===== config.mk =====
export PLATFORM = sky130hd
export DESIGN_NAME = dlm_log2
export DESIGN_NICKNAME = d
export VERILOG_FILES = /design/src/rtl/dlm_pkg.sv /design/src/rtl/dlm_log2.sv
export SDC_FILE = /design/constraint.sdc
export NUM_CORES = 1
export LEC_CHECK = 0
export BUFFER_PORTS_ARGS = -buffer_cell sky130_fd_sc_hd__buf_2
export CAP_MARGIN = 40
export CELL_PAD_IN_SITES_DETAIL_PLACEMENT = 1
export CELL_PAD_IN_SITES_GLOBAL_PLACEMENT = 1
export CORE_MARGIN = 2
export CORE_UTILIZATION = 54
export DETAILED_ROUTE_END_ITERATION = 7
export PLACE_DENSITY_LB_ADDON = 0.1
export SYNTH_ARGS = -nofsm -noshare
export SYNTH_HDL_FRONTEND = slang
export SYNTH_SLANG_ARGS = --single-unit

===== constraint.sdc =====
create_clock -name clock -period 10.7 [get_ports clock]
set_input_delay 0.535 -clock clock [delete_from_list [all_inputs] [get_ports clock]]
set_output_delay 0.535 -clock clock [all_outputs]
set_load 0.03 [all_outputs]

===== src/rtl/dlm_pkg.sv =====
// Shared constants for the byte digraph log map.
// No dependencies.
package dlm_pkg;
   localparam int MapSide   = 256;
   localparam int CountBits = 32;
   localparam int ByteBits  = 8;
   localparam int CellBits  = $clog2(MapSide * MapSide);
   localparam int FracBits  = 11;
   localparam int ExpBits   = 5;
   localparam int LogBits   = ExpBits + FracBits + 1;
   localparam int MantBits  = 16;
   localparam int StepBits  = 4;
   localparam int QuotBits  = 9;
   localparam int NumBits   = LogBits + ByteBits + 1;

   localparam logic [CountBits-1:0] CountLimit  = {CountBits{1'b1}};
   localparam logic [7:0]           GrayFull    = 8'd255;
   localparam logic [31:0]          OpaqueAlpha = 32'hFF00_0000;

   localparam logic [1:0] ModeClear = 2'd0;
   localparam logic [1:0] ModeData  = 2'd1;
   localparam logic [1:0] ModeRead  = 2'd2;
endpackage


===== src/rtl/dlm_log2.sv =====
// Iterative fixed-point log2 (Q6.11), one squaring step per cycle.
// Depends on dlm_pkg.
module dlm_log2 (
   input  logic                          clock,
   input  logic                          reset,
   input  logic                          start,
   input  logic [dlm_pkg::CountBits-1:0] value,
   output logic                          done,
   output logic [dlm_pkg::LogBits-1:0]   result
);
   logic [dlm_pkg::ExpBits-1:0]  exp_in, exp_ff;
   logic [dlm_pkg::MantBits-1:0] x_in, x_ff, x_next;
   logic [dlm_pkg::FracBits-1:0] frac_ff;
   logic [dlm_pkg::StepBits-1:0] step_ff;
   logic                         busy_ff, done_ff;
   logic [2*dlm_pkg::MantBits-1:0] sq;
   logic [dlm_pkg::MantBits:0]     sq_top;

   // leading one and normalized mantissa
   always_comb begin
      exp_in = '0;
      for (int i = 0; i < dlm_pkg::CountBits; i++) begin
         if (value[i]) begin
            exp_in = dlm_pkg::ExpBits'(i);
         end
      end
      if (exp_in >= dlm_pkg::ExpBits'(dlm_pkg::MantBits - 1)) begin
         x_in = dlm_pkg::MantBits'(value >> (exp_in - dlm_pkg::ExpBits'(dlm_pkg::MantBits - 1)));
      end else begin
         x_in = dlm_pkg::MantBits'(value << (dlm_pkg::ExpBits'(dlm_pkg::MantBits - 1) - exp_in));
      end
   end

   assign sq     = x_ff * x_ff;
   assign sq_top = sq[2*dlm_pkg::MantBits-1:dlm_pkg::MantBits-1];
   assign x_next = sq_top[dlm_pkg::MantBits] ? sq_top[dlm_pkg::MantBits:1]
                                             : sq_top[dlm_pkg::MantBits-1:0];

   always_ff @(posedge clock) begin
      if (reset) begin
         busy_ff <= 1'b0;
         done_ff <= 1'b0;
      end else begin
         done_ff <= 1'b0;
         if (start) begin
            busy_ff <= 1'b1;
            step_ff <= '0;
            exp_ff  <= exp_in;
            x_ff    <= x_in;
            frac_ff <= '0;
         end else if (busy_ff) begin
            x_ff    <= x_next;
            frac_ff <= {frac_ff[dlm_pkg::FracBits-2:0], sq_top[dlm_pkg::MantBits]};
            step_ff <= step_ff + 1'b1;
            if (step_ff == dlm_pkg::StepBits'(dlm_pkg::FracBits - 1)) begin
               busy_ff <= 1'b0;
               done_ff <= 1'b1;
            end
         end
      end
   end

   assign done   = done_ff;
   assign result = {1'b0, exp_ff, frac_ff};
endmodule


==> impl_metrics.csv <==
group,metric,value,unit
layout,num-nets-final,1635,
worst_setup_path,worst_r2r_path_depth,24,
grt,antenna_found_initial,0,
synthesis,synth.lib_cells_used.distinct,85,
drt,vias,9657,
synthesis,postSynth.topFlopCell,"sky130_fd_sc_hd__edfxtp_1",
placed_design,globalplace.congestion,0.881,
clock_tree,post_cts.repair.setup_buffers,0,
grt,grt_pass1_wl,55900,um
timing,setup_repair_after_global_routing_missed_its_margin,"false",
worst_setup_path,crit_required,10.73,ns
worst_setup_path,slowest_delay,0.75,ns
grt,grt_max_degree,46,
timing,fmax,0.128,GHz
layout,layout.cells.most_common,"sky130_fd_sc_hd__inv_1",
clock_tree,cts_tree,"done",
grt,track_usage,0.317,
worst_setup_path,crit_chain,"inv_1 > nor2_1 > fa_1 > inv_1 > fa_1 > fa_1 > inv_1 > fa_1 > inv_1 > fa_1 > fa_1 > inv_1 > ha_1 > a21oi_1 > o211ai_1 > o21a_1 > o211ai_1 > a21boi_1 > a41oi_1 > xor2_1 > buf_4 > nor2_1 > or4_1 > o211a_1",
worst_setup_path,crit_path_start_kind,"flop",
timing,finalWorstPathRequiredPeriod,7.82,ns
floorplan,placementRows,53,
clock_tree,hold_buffers,0,
worst_setup_path,timing_worst_setup_path_type,"reg2reg",
drt,detail_route.wl_per_cell,21.0,um
timing,fin_tns_setup,0,ns
floorplan,design.die.area,22600,um2
timing,finalHoldViolations,0,
placed_design,hpwl,28100,um
clock_tree,clock_insertion_delay_worst_skew,0.28,ns
clock_tree,cts-root-buf,"sky130_fd_sc_hd__clkbuf_16",
synthesis,yosysTopAreaCellShare,0.283,
drt,maxUsedRoutingLayer,"met4",
worst_setup_path,critical_path_peak_fanout,20,
worst_setup_path,cp_slowest_cell,"sky130_fd_sc_hd__edfxtp_1",
floorplan,floorplan.core_area,21000,um2
clock_tree,h-tree-depth,2,
drt,post_drt_via_cell_ratio,6.00,
drt,wl_met1,13600,um
synthesis,synthesis_warnings,0,
drt,dr_wl_met2,17600,um
floorplan,floorplan.initialDensity,0.549,
synthesis,synthesis.instances,1326,
drt,sum_of_routed_wire_length_over_all_layers,33800,um
drt,number_of_nets_with_antenna_violations_after_detailed_routing,0,
synthesis,syn-num-nets,1628,
drt,met3WireLength,1410,um
synthesis,synth_area_per_cell,8.71,um2
clock_tree,clock_tree.buffer_depth,2,
synthesis,synth-seq-cells,38,
timing,worst_pin_slew,0.801,ns
synthesis,synth_edf_count,36,
timing,report.final.setup_viol,0,
clock_tree,cts.clk_slew.worst_paths,0.06,ns
grt,grt_overflow_total,0,
worst_hold_path,worstHoldPathType,"in2reg",
layout,layout.cells.non_filler,1609,
drt,drcViolationCount,0,
job,max_cap_check_violation_count,0,
worst_setup_path,critical_path_depth,24,
drt,drt_pre_antenna_iters,5,
layout,n_antenna_cell,0,
clock_tree,cts_resized,0,
timing,clock_skew,0.00563,ns
worst_hold_path,hold_path_depth,2,
layout,drive_gt1_frac,0.0862,
timing,slew_headroom,0.466,
worst_setup_path,critical-path-top-delay-family,"adder cells",
placed_design,dp_cells,1601,
timing,timing_max_transition_violations_final,0,
worst_setup_path,timing.critical_path.mode_cell,"sky130_fd_sc_hd__fa_1",
worst_setup_path,endpoint_kind,"flop",
floorplan,die_w,150,um
synthesis,synth_top_cell_by_area,"sky130_fd_sc_hd__fa_1",
drt,drt-initial-drc-count,530,
status,status,"finished clean",
worst_setup_path,worstPathArrival,7.85,ns
timing,fin_crit_sh,0.731,
synthesis,synthesis.area,11500,um2
grt,number_of_global_route_vias_before_repair,10800,
floorplan,dieHeight,150,um
worst_setup_path,crit_buf_inv,6,
synthesis,ys_top_cells_by_area,"sky130_fd_sc_hd__fa_1 (28%), sky130_fd_sc_hd__ha_1 (11%), sky130_fd_sc_hd__edfxtp_1 (9.4%)",
floorplan,io_pins,53,
placed_design,placement.io_buffers,51,
synthesis,synth_sequential_area_ratio,0.0971,
layout,layout-area-overhead-vs-synth,5.52,%
layout,final_cell_mix,"sky130_fd_sc_hd__inv_1 (255), sky130_fd_sc_hd__fa_1 (163), sky130_fd_sc_hd__ha_1 (104)",
clock_tree,numCtsBuffers,5,
clock_tree,cts_num_sinks,38,
synthesis,asyncSetResetFlopFracSynth,0,
==> cells in the mapped netlist (4+ instances only) <==
cell and count:
sky130_fd_sc_hd__mux4_1 7, sky130_fd_sc_hd__mux4_2 14, sky130_fd_sc_hd__o21bai_1 4, sky130_fd_sc_hd__a311oi_1 4, sky130_fd_sc_hd__fa_1 163, sky130_fd_sc_hd__buf_2 8
sky130_fd_sc_hd__xnor2_1 14, sky130_fd_sc_hd__a211oi_1 18, sky130_fd_sc_hd__a21o_1 13, sky130_fd_sc_hd__nand4_1 7, sky130_fd_sc_hd__nand2b_1 12, sky130_fd_sc_hd__or2_2 7
sky130_fd_sc_hd__or4_1 5, sky130_fd_sc_hd__mux2i_1 30, sky130_fd_sc_hd__and2_1 49, sky130_fd_sc_hd__edfxtp_1 36, sky130_fd_sc_hd__a22oi_1 5, sky130_fd_sc_hd__o21ai_0 34
sky130_fd_sc_hd__o211ai_1 9, sky130_fd_sc_hd__o21a_1 5, sky130_fd_sc_hd__a21oi_1 58, sky130_fd_sc_hd__nor4_1 10, sky130_fd_sc_hd__a32oi_1 5, sky130_fd_sc_hd__nor2b_1 20
sky130_fd_sc_hd__inv_1 255, sky130_fd_sc_hd__or3_1 10, sky130_fd_sc_hd__a31oi_1 10, sky130_fd_sc_hd__nor3_1 29, sky130_fd_sc_hd__ha_1 104, sky130_fd_sc_hd__clkbuf_1 43
sky130_fd_sc_hd__mux2_2 12, sky130_fd_sc_hd__xor2_1 11, sky130_fd_sc_hd__nand3_1 22, sky130_fd_sc_hd__o22ai_1 4, sky130_fd_sc_hd__a221oi_1 4, sky130_fd_sc_hd__nor2_1 99
sky130_fd_sc_hd__and3_1 8, sky130_fd_sc_hd__buf_1 5, sky130_fd_sc_hd__nand2_1 99, sky130_fd_sc_hd__a211o_1 5
==> kinds of logic after synthesis <==
| logic type | share of synthesized area |
|---|---|
| compound gates | 0.133 |
| xor+xnor | 0.0204 |
| fa+ha+maj | 0.395 |
| buf+inv | 0.109 |
| flops | 0.0971 |
| mux | 0.0835 |
| other cells | 0.000325 |
| simple gates | 0.162 |
==> state kept, by name, summed over array words and instances, names as in the netlist <==
name and cells:
busy_ff 1, exp_ff 5, x_ff 16, done 1, step_ff 4, frac_ff 11
==> worst paths after layout <==
kind	startpoint	to	slack, ns
hold reg to reg	busy_ff	done	0.50
setup / recovery	x_ff[4]	x_ff[5]	2.88
setup reg to reg	x_ff[4]	x_ff[5]	2.88
hold / removal	reset	busy_ff	0.49
==> final cells by class <==
type	instances	area (um2)
Fill cell	2526	8840
Timing Repair Buffer	62	362
Sequential cell	38	1120
Clock buffer	5	125
Clock inverter	3	68.8
Multi-Input combinational cell	967	9180
Tap cell	275	344
Inverter	259	977
==> worst reg2reg max path, cell delays in order (launching register included) <==
cell and delay, ns:
sky130_fd_sc_hd__edfxtp_1 0.75, sky130_fd_sc_hd__inv_1 0.31, sky130_fd_sc_hd__nor2_1 0.33, sky130_fd_sc_hd__fa_1 0.48, sky130_fd_sc_hd__inv_1 0.08, sky130_fd_sc_hd__fa_1 0.43, sky130_fd_sc_hd__fa_1 0.52, sky130_fd_sc_hd__inv_1 0.06
sky130_fd_sc_hd__fa_1 0.52, sky130_fd_sc_hd__inv_1 0.05, sky130_fd_sc_hd__fa_1 0.38, sky130_fd_sc_hd__fa_1 0.51, sky130_fd_sc_hd__inv_1 0.05, sky130_fd_sc_hd__ha_1 0.33, sky130_fd_sc_hd__a21oi_1 0.15, sky130_fd_sc_hd__o211ai_1 0.38
sky130_fd_sc_hd__o21a_1 0.21, sky130_fd_sc_hd__o211ai_1 0.15, sky130_fd_sc_hd__a21boi_1 0.44, sky130_fd_sc_hd__a41oi_1 0.26, sky130_fd_sc_hd__xor2_1 0.19, sky130_fd_sc_hd__buf_4 0.26, sky130_fd_sc_hd__nor2_1 0.08, sky130_fd_sc_hd__or4_1 0.50
sky130_fd_sc_hd__o211a_1 0.15
==> per-layer routing <==
| layer | global-route usage | up-vias |
|---|---|---|
| met1 | 0.393 | 4867 |
| met4 | 0.100 | 0 |
| li1 | - | 4447 |
| met5 | 0 | - |
| met2 | 0.577 | 268 |
| met3 | 0.0336 | 75 |
==> through the flow <==
| step | area (um2) | util | worst slack [ns] | hold slack, ns |
|---|---|---|---|---|
| after floorplan | 11500 | - | 3.93 | 0.454 |
| after global placement | 11900 | 0.568 | 3.10 | 0.477 |
| after detailed placement | 12000 | 0.570 | 2.92 | 0.483 |
| after CTS | 12200 | 0.579 | 2.91 | 0.483 |
| after global routing | 12200 | 0.579 | 2.42 | 0.487 |
| final | 12200 | 0.579 | 2.88 | 0.488 |
Power is left out: the tool's default activity adds up to more than one toggle a clock period on the data nets, which glitch-free logic cannot reach.
